[src/hw/rtl/i2a_pkg.sv]
// shared types, constants and helpers of the integer to ascii formatter
// depends on nothing
`timescale 1ns / 1ps

package i2a_pkg;

  localparam int NUMBER_W           = 64;
  localparam int MIN_DIGITS_W       = 6;
  localparam int CHAR_W             = 8;
  localparam int VALUE_BITS_DEF     = 64;
  localparam int MAX_MIN_DIGITS_DEF = 32;
  localparam int STORE_DEPTH_DEF    = 34;
  localparam int BIN_SLOTS          = 32;

  typedef enum logic [1:0] {
    RADIX_DEC = 2'd0,
    RADIX_HEX = 2'd1,
    RADIX_BIN = 2'd2
  } radix_e;

  localparam logic [CHAR_W-1:0] CHAR_ZERO  = 8'h30;
  localparam logic [CHAR_W-1:0] CHAR_MINUS = 8'h2d;
  localparam logic [CHAR_W-1:0] CHAR_X     = 8'h78;
  localparam logic [CHAR_W-1:0] CHAR_B     = 8'h62;
  localparam logic [CHAR_W-1:0] CHAR_UA    = 8'h41;
  localparam logic [CHAR_W-1:0] CHAR_LA    = 8'h61;

  // control from the sequencer to the digit unit
  typedef struct packed {
    logic   load;
    logic   dabble;
    logic   shift;
    logic   neg;
    radix_e radix;
  } du_ctrl_t;

  // decimal digits needed for a value of the given width (1233/4096 ~ log10 2)
  function automatic int dec_digits(input int bits);
    return ((bits * 1233) >> 12) + 1;
  endfunction

  function automatic int hex_digits(input int bits);
    return (bits + 3) >> 2;
  endfunction

  function automatic int max3(input int a, input int b, input int c);
    int m;
    m = (a > b) ? a : b;
    return (m > c) ? m : c;
  endfunction

  function automatic logic [CHAR_W-1:0] hex_char(input logic [3:0] d, input logic up);
    logic [CHAR_W-1:0] base;
    base = up ? CHAR_UA : CHAR_LA;
    if (d < 4'd10) begin
      return CHAR_ZERO + {4'b0, d};
    end
    return base + {4'b0, d} - 8'd10;
  endfunction

endpackage

[src/hw/rtl/i2a_digit_unit.sv]
// digit unit: magnitude shift register and top-aligned digit register
// depends on i2a_pkg
`timescale 1ns / 1ps

module i2a_digit_unit #(
  parameter int VALUE_BITS = i2a_pkg::VALUE_BITS_DEF
) (
  input  logic                          clk_i,
  input  logic [i2a_pkg::NUMBER_W-1:0]  number_i,
  input  i2a_pkg::du_ctrl_t             ctrl_i,
  output logic [3:0]                    digit_o
);
  import i2a_pkg::*;

  localparam int NDIG = dec_digits(VALUE_BITS);
  localparam int HEXD = hex_digits(VALUE_BITS);
  localparam int WW   = max3(4 * NDIG, 4 * HEXD, BIN_SLOTS);

  logic [VALUE_BITS-1:0] value;
  logic [VALUE_BITS-1:0] mag_q, mag_d;
  logic [WW-1:0]         work_q, work_d;
  logic [4*NDIG-1:0]     bcd, adj, bcd_sh;

  assign value = number_i[VALUE_BITS-1:0];

  // add-3 correction on every bcd digit, then shift in the next magnitude bit
  always_comb begin
    bcd = work_q[WW-1 -: 4*NDIG];
    for (int i = 0; i < NDIG; i++) begin
      adj[4*i +: 4] = (bcd[4*i +: 4] >= 4'd5) ? bcd[4*i +: 4] + 4'd3 : bcd[4*i +: 4];
    end
    bcd_sh = {adj[4*NDIG-2:0], mag_q[VALUE_BITS-1]};
  end

  always_comb begin
    mag_d  = mag_q;
    work_d = work_q;
    if (ctrl_i.load) begin
      mag_d  = ctrl_i.neg ? VALUE_BITS'(~value + 1'b1) : value;
      case (ctrl_i.radix)
        RADIX_HEX: work_d = WW'(value) << (WW - 4 * HEXD);
        RADIX_BIN: work_d = WW'(32'(value)) << (WW - BIN_SLOTS);
        default:   work_d = '0;
      endcase
    end else if (ctrl_i.dabble) begin
      mag_d  = mag_q << 1;
      work_d = WW'(bcd_sh) << (WW - 4 * NDIG);
    end else if (ctrl_i.shift) begin
      work_d = (ctrl_i.radix == RADIX_BIN) ? work_q << 1 : work_q << 4;
    end
  end

  always_ff @(posedge clk_i) begin
    mag_q  <= mag_d;
    work_q <= work_d;
  end

  assign digit_o = (ctrl_i.radix == RADIX_BIN) ? {3'b000, work_q[WW-1]} : work_q[WW-1 -: 4];

endmodule

[src/hw/rtl/integer_to_ascii_formatter.sv]
// channel  dir  fields                                          handshake
// in       in   number radix is_signed min_digits with_prefix     in_valid_i / in_ready_o
//               upper_case
// out      out  character last                                  out_valid_o / out_ready_i
//
// one item at a time: no new item is taken until the last beat of the current one has gone
// decimal: accept, double dabble over all VALUE_BITS bits, then skip each dropped leading zero
// digit, then a length step and the characters
// hex and binary skip the dabble: leading zero digits are skipped, then length and characters
// leading characters beyond the last STORE_DEPTH are not shown and give no beat; a stall holds the beat
// reset is asynchronous, active low, and leaves the block idle and ready
// top level of the integer to ascii formatter
// depends on i2a_pkg and i2a_digit_unit
`timescale 1ns / 1ps

module integer_to_ascii_formatter #(
  parameter int VALUE_BITS     = i2a_pkg::VALUE_BITS_DEF,
  parameter int MAX_MIN_DIGITS = i2a_pkg::MAX_MIN_DIGITS_DEF,
  parameter int STORE_DEPTH    = i2a_pkg::STORE_DEPTH_DEF
) (
  input  logic                             clk_i,
  input  logic                             rst_ni,
  input  logic                             in_valid_i,
  output logic                             in_ready_o,
  input  logic [i2a_pkg::NUMBER_W-1:0]     number_i,
  input  logic [1:0]                       radix_i,
  input  logic                             is_signed_i,
  input  logic [i2a_pkg::MIN_DIGITS_W-1:0] min_digits_i,
  input  logic                             with_prefix_i,
  input  logic                             upper_case_i,
  output logic                             out_valid_o,
  input  logic                             out_ready_i,
  output logic [i2a_pkg::CHAR_W-1:0]       character_o,
  output logic                             last_o
);
  import i2a_pkg::*;

  localparam int NDIG    = dec_digits(VALUE_BITS);
  localparam int HEXD    = hex_digits(VALUE_BITS);
  localparam int MAXS    = max3(NDIG, HEXD, BIN_SLOTS);
  localparam int SLOT_W  = $clog2(MAXS + 1);
  // longest string: padded digits plus a two character prefix
  localparam int MAXLEN  = ((MAX_MIN_DIGITS > BIN_SLOTS) ? MAX_MIN_DIGITS : BIN_SLOTS) + 2;
  localparam int LEN_W   = $clog2(MAXLEN + 1);
  localparam int CNT_W   = $clog2(VALUE_BITS + 1);

  localparam logic [2:0] ST_IDLE   = 3'd0;
  localparam logic [2:0] ST_DABBLE = 3'd1;
  localparam logic [2:0] ST_SKIP   = 3'd2;
  localparam logic [2:0] ST_CALC   = 3'd3;
  localparam logic [2:0] ST_EMIT   = 3'd4;

  logic [2:0]        state_q, state_d;
  radix_e            radix_q, radix_d;
  logic              neg_q, neg_d;
  logic              upper_q, upper_d;
  logic              prefix_q, prefix_d;
  logic [LEN_W-1:0]  min_q, min_d;
  logic [CNT_W-1:0]  bit_cnt_q, bit_cnt_d;
  logic [SLOT_W-1:0] slots_q, slots_d;
  logic [1:0]        pre_q, pre_d;
  logic [LEN_W-1:0]  pad_q, pad_d;
  logic [LEN_W-1:0]  drop_q, drop_d;

  du_ctrl_t          ctrl;
  logic [3:0]        digit;
  logic              in_fire;
  logic              step;
  radix_e            radix_in;
  logic [LEN_W-1:0]  min_in;
  logic [LEN_W-1:0]  nd, pad_v, len_v;
  logic [1:0]        pre_v;

  assign radix_in   = radix_e'(radix_i);
  assign in_ready_o = (state_q == ST_IDLE);
  assign in_fire    = in_valid_i && in_ready_o;
  // dropped leading characters walk past without a beat
  assign out_valid_o = (state_q == ST_EMIT) && (drop_q == '0);
  assign step        = (state_q == ST_EMIT) && ((drop_q != '0) || out_ready_i);

  // minimum digit count saturates
  assign min_in = (LEN_W'(min_digits_i) > LEN_W'(MAX_MIN_DIGITS)) ?
                  LEN_W'(MAX_MIN_DIGITS) : LEN_W'(min_digits_i);

  // string length: sign or prefix, zero padding, significant digits
  always_comb begin
    nd    = LEN_W'(slots_q);
    pad_v = ((radix_q != RADIX_DEC) && (min_q > nd)) ? min_q - nd : '0;
    if (radix_q == RADIX_DEC) begin
      pre_v = {1'b0, neg_q};
    end else begin
      pre_v = prefix_q ? 2'd2 : 2'd0;
    end
    len_v = LEN_W'(pre_v) + pad_v + nd;
  end

  always_comb begin
    state_d     = state_q;
    radix_d     = radix_q;
    neg_d       = neg_q;
    upper_d     = upper_q;
    prefix_d    = prefix_q;
    min_d       = min_q;
    bit_cnt_d   = bit_cnt_q;
    slots_d     = slots_q;
    pre_d       = pre_q;
    pad_d       = pad_q;
    drop_d      = drop_q;
    ctrl        = '0;
    ctrl.radix  = radix_q;

    unique case (state_q)
      ST_IDLE: begin
        if (in_fire) begin
          ctrl.load  = 1'b1;
          ctrl.radix = radix_in;
          ctrl.neg   = (radix_in == RADIX_DEC) && is_signed_i && number_i[VALUE_BITS-1];
          radix_d    = radix_in;
          neg_d      = ctrl.neg;
          upper_d    = upper_case_i;
          prefix_d   = with_prefix_i;
          min_d      = min_in;
          case (radix_in)
            RADIX_DEC: begin
              state_d   = ST_DABBLE;
              slots_d   = SLOT_W'(NDIG);
              bit_cnt_d = CNT_W'(VALUE_BITS);
            end
            RADIX_HEX: begin
              state_d = ST_SKIP;
              slots_d = SLOT_W'(HEXD);
            end
            RADIX_BIN: begin
              state_d = ST_SKIP;
              slots_d = SLOT_W'(BIN_SLOTS);
            end
            default: state_d = ST_IDLE;  // unused radix gives no beats
          endcase
        end
      end
      ST_DABBLE: begin
        ctrl.dabble = 1'b1;
        bit_cnt_d   = bit_cnt_q - 1'b1;
        if (bit_cnt_q == CNT_W'(1)) begin
          state_d = ST_SKIP;
        end
      end
      ST_SKIP: begin
        // drop leading zero digits, keep at least one
        if ((slots_q > SLOT_W'(1)) && (digit == 4'd0)) begin
          ctrl.shift = 1'b1;
          slots_d    = slots_q - 1'b1;
        end else begin
          state_d = ST_CALC;
        end
      end
      ST_CALC: begin
        pre_d   = pre_v;
        pad_d   = pad_v;
        drop_d  = (int'(len_v) > STORE_DEPTH) ? LEN_W'(int'(len_v) - STORE_DEPTH) : '0;
        state_d = ST_EMIT;
      end
      ST_EMIT: begin
        if (step) begin
          if (drop_q != '0) begin
            drop_d = drop_q - 1'b1;
          end
          if (pre_q != 2'd0) begin
            pre_d = pre_q - 1'b1;
          end else if (pad_q != '0) begin
            pad_d = pad_q - 1'b1;
          end else if (slots_q == SLOT_W'(1)) begin
            state_d = ST_IDLE;
          end else begin
            ctrl.shift = 1'b1;
            slots_d    = slots_q - 1'b1;
          end
        end
      end
      default: state_d = ST_IDLE;
    endcase
  end

  always_ff @(posedge clk_i or negedge rst_ni) begin
    if (!rst_ni) begin
      state_q   <= ST_IDLE;
      radix_q   <= RADIX_DEC;
      neg_q     <= 1'b0;
      upper_q   <= 1'b0;
      prefix_q  <= 1'b0;
      min_q     <= '0;
      bit_cnt_q <= '0;
      slots_q   <= '0;
      pre_q     <= '0;
      pad_q     <= '0;
      drop_q    <= '0;
    end else begin
      state_q   <= state_d;
      radix_q   <= radix_d;
      neg_q     <= neg_d;
      upper_q   <= upper_d;
      prefix_q  <= prefix_d;
      min_q     <= min_d;
      bit_cnt_q <= bit_cnt_d;
      slots_q   <= slots_d;
      pre_q     <= pre_d;
      pad_q     <= pad_d;
      drop_q    <= drop_d;
    end
  end

  i2a_digit_unit #(
    .VALUE_BITS(VALUE_BITS)
  ) u_digit (
    .clk_i   (clk_i),
    .number_i(number_i),
    .ctrl_i  (ctrl),
    .digit_o (digit)
  );

  // character of the current position: sign or prefix, padding, then digits
  always_comb begin
    if (pre_q != 2'd0) begin
      if (radix_q == RADIX_DEC) begin
        character_o = CHAR_MINUS;
      end else if (pre_q == 2'd2) begin
        character_o = CHAR_ZERO;
      end else begin
        character_o = (radix_q == RADIX_HEX) ? CHAR_X : CHAR_B;
      end
    end else if (pad_q != '0) begin
      character_o = CHAR_ZERO;
    end else begin
      character_o = hex_char(digit, upper_q);
    end
  end

  assign last_o = (pre_q == 2'd0) && (pad_q == '0) && (slots_q == SLOT_W'(1));

endmodule

[config.mk]
export PLATFORM = sky130hd
export DESIGN_NAME = integer_to_ascii_formatter
export DESIGN_NICKNAME = d
export VERILOG_FILES = /design/src/hw/rtl/i2a_pkg.sv /design/src/hw/rtl/i2a_digit_unit.sv /design/src/hw/rtl/integer_to_ascii_formatter.sv
export SDC_FILE = /design/constraint.sdc
export NUM_CORES = 1
export LEC_CHECK = 0
export ABC_CLOCK_PERIOD_IN_PS = 22400
export BUFFER_PORTS_ARGS = -buffer_cell sky130_fd_sc_hd__buf_2
export CAP_MARGIN = 20
export CORE_MARGIN = 2
export CORE_UTILIZATION = 35
export DETAILED_ROUTE_END_ITERATION = 6
export GPL_TIMING_DRIVEN = 0
export MAX_ROUTING_LAYER = met4
export PLACE_DENSITY_LB_ADDON = 0.12
export SLEW_MARGIN = 40
export SYNTH_ARGS = -nofsm -noshare
export SYNTH_HDL_FRONTEND = slang
export SYNTH_SLANG_ARGS = --single-unit
export TNS_END_PERCENT = 50
[constraint.sdc]
create_clock -name clk_i -period 22.4 [get_ports clk_i]
set_input_delay 4.48 -clock clk_i [delete_from_list [all_inputs] [get_ports clk_i]]
set_output_delay 4.48 -clock clk_i [all_outputs]
set_load 0.1 [all_outputs]
==> flow_summary_export.csv <==
group,metric,value,unit
status,status,"completed",
timing,rsz0062_at_grt,"false",
floorplan,die_y,202.1,um
synthesis,synth_area_per_cell,9.248,um2
synthesis,synth-edff-count,144,
routing,first_pass_iters,6,
synthesis,synthDistinctLibCells,75,
worst_setup_path,start_kind,"primary input",
power,p_int,0.5870,mW
synthesis,yosysWarnings,0,
power,leakagePower,5.905,nW
clock_tree,root_buffer,"clkbuf_16",
timing,hold_viol,0,
synthesis,synth-main-ff-cell,"edfxtp_1",
global_route,grtUsageTotal,24.17,%
routing,routed-via-count,12410,
placement,portBuffers,86,
timing,fmax,0.07278,GHz
placement,hpwl,35660,um
clock_tree,clk_latency,0.46,ns
clock_tree,post_cts_resized,0,
global_route,grt_pass1_wl,72820,um
clock_tree,htreeDepth,4,
power,p_switching,0.2501,mW
floorplan,initial_utilization,35.53,%
clock_tree,cts_inserted_buffers,17,
placement,place_congestion,0.8983,
power,clkPwrFrac,37.4,%
synthesis,ys_seq_area_share,38.96,%
worst_setup_path,worstSetupPathType,"in2out",
synthesis,synth_seq_cells,185,
clock_tree,clk_pin_slew_worst_paths,0.07,ns
timing,relSlewSlack,40.51,%
power,power_density,53.64,nW/um2
timing,fin_setup_tns,0,ns
power,swShare,29.88,%
flow_run,max-cap-violations,0,
floorplan,core_area,38650,um2
timing,fin_worst_skew,0.01478,ns
routing,first_iter_violations,1172,
routing,wire_per_inst,22.53,um
clock_tree,hold_buffers,0,
synthesis,synthCells,1485,
floorplan,pin_count,90,
floorplan,dieArea,40840,um2
cells_and_area,syn2layout_area_growth,13.64,%
routing,antenna_left,0,
routing,via_per_inst,5.793,
synthesis,yosys.area.top_type,"edfxtp_1",
timing,final-setup-viol-count,0,
power,power,0.8371,mW
worst_setup_path,cp.required,17.92,ns
synthesis,syn-num-nets,1641,
clock_tree,cts_tree,"built",
routing,drc,0,
timing,slew_violations,0,
min_path,hp-class,"reg2reg",
power,power_frac_comb,16.7,%
worst_setup_path,crit_fanout,10,
routing,wl,48250,um
clock_tree,post_cts_buffers,0,
floorplan,die_w,202.1,um
clock_tree,clk_path_buf_depth,2,
cells_and_area,fillers,3924,
cells_and_area,drive_above_1_share,11.59,%
floorplan,fp-row-count,72,
global_route,antenna_found_initial,2,
worst_setup_path,cp.arrival,9.26,ns
power,p_seq_share,45.9,%
cells_and_area,nNetsFinal,1765,
global_route,grt_max_degree,42,
timing,timing.final.crit_share,61.34,%
timing,finalWorstPathRequiredPeriod,13.74,ns
worst_setup_path,end_kind,"output pin",
worst_setup_path,regToRegSetupSlack,16.14,ns
timing,worst_slew_pin_slew,0.8923,ns
synthesis,synthArstFlopShare,22.16,%
synthesis,ys_top_cells_by_area,"edfxtp_1, dfrtp_1, ha_1",
global_route,grt-ovfl-total,0,
synthesis,synth.top_cell.area_share,31.49,%
clock_tree,cts_num_sinks,185,
power,ir_drop,0.04751,mV
synthesis,synth_area,13730,um2
global_route,grt_pass1_vias,11770,
## cell usage after synthesis, drive strengths merged (6+ instances only)
library cell	instances
a21o	11
a21oi	85
a221o	22
a221oi	15
a22o	19
a22oi	29
and2	10
and3	13
buf	20
clkbuf	67
dfrtp	41
edfxtp	144
ha	73
inv	69
mux2i	52
nand2	188
nand2b	34
nand3	9
nand3b	12
nor2	77
nor2b	6
nor3	32
nor3b	23
nor4	19
o211a	7
o211ai	7
o21ai	146
o221ai	18
o22ai	24
o2bb2ai	8
o31ai	24
o41ai	14
or2	8
or3	14
or4	9
xnor2	28
xor2	62
## power by group through the flow
stage	Clock (mW)	Combinational (mW)	Sequential, mW
CTS	0.319	0.140	0.384
detailed placement	0	0.139	0.392
floorplan	0	0.0956	0.389
finish	0.313	0.140	0.384
global placement	0	0.137	0.392
global route	0.332	0.154	0.386
## layout by cell type, fill, tap and decap left out, drive strengths merged, types with 62 or more instances in the layout
cell type / count
nand2: 188
inv: 71
buf: 125
o21ai: 146
edfxtp: 144
a21oi: 85
nor2: 77
xor2: 62
ha: 73
clkbuf: 91
## final timing paths
path	start	end	depth (start not counted)
setup reg to reg	state_q[1]$_DFFE_PN0P_	u_digit.bcd[25]$_DFFE_PP_	20
setup / recovery	in_valid_i	character_o[2]	16
max in group asynchronous	rst_ni	pre_q[0]$_DFFE_PN0P_	1
min in group asynchronous	rst_ni	min_q[2]$_DFFE_PN0P_	1
hold reg to reg	min_q[3]$_DFFE_PN0P_	min_q[3]$_DFFE_PN0P_	2
hold / removal	min_q[3]$_DFFE_PN0P_	min_q[3]$_DFFE_PN0P_	2
## through the flow
step                      utilization [%]  hold slack, ns  setup WS, ns  cells  instance area (um2)
final                               40.38          0.4987         8.659   2142                15610
after global routing                40.38          0.5161         8.428   2142                15610
after CTS                           40.32          0.5026         8.450   2139                15580
after detailed placement            38.80          0.4817         8.488   2107                14990
after global placement              38.33          0.4671         1.492   2089                14810
after floorplan                         -          0.4374         7.730   1485                13730
## kinds of logic after synthesis
kind of cell / count (synthesis) / synth area share [%]
AO/OA/AOI/OAI: 459 / 22.80
XOR/XNOR: 90 / 5.740
adder cells (fa/ha/maj): 77 / 7.234
buffers and inverters: 157 / 4.546
flip-flops: 185 / 38.96
multiplexers: 53 / 3.872
other: 1 / 0.02731
AND/OR/NAND/NOR: 463 / 16.82
## area by class of cell
cell class,count,area (um2),area share (%)
Inverter,70,262.8,1.684
Tap cell,518,648.1,4.153
Buffer,87,370.4,2.373
Sequential cell,185,5350,34.28
Clock buffer,24,533.0,3.415
Antenna cell,2,5.005,0.03207
Timing Repair Buffer,105,611.8,3.920
Multi-Input combinational cell,1143,7769,49.78
Clock inverter,8,56.30,0.3608
## routing by layer
layer | vias to the layer above | GRT usage [%] | part of all wire (%)
met5 | - | - | 0
li1 | 5771 | - | -
met2 | 447 | 38.89 | 47
met4 | 0 | 7.274 | 2.5
met3 | 69 | 4.628 | 7.0
met1 | 6121 | 30.85 | 44
## critical path, stage by stage
cell and delay (ns):
buf_2 0.10, nor2b_1 0.12, clkbuf_1 0.29, nand2_1 0.38, clkbuf_1 0.53, clkbuf_1 0.61
o21ai_0 0.30, inv_1 0.11, ha_1 0.22, clkbuf_1 0.57, mux2i_1 0.42, ha_1 0.26
nand2_1 0.07, xnor2_1 0.13, o22ai_1 0.18, buf_2 0.47
## flip-flops by register name, indices dropped and copies added (netlist names), 3 cells and up
signal,cells
u_digit.bcd,80
pad_q,6
drop_q,6
u_digit.mag_q,64
nd,6
bit_cnt_q,7
min_q,6
state_q,3
No activity file was read; power rests on OpenSTA's default activity.
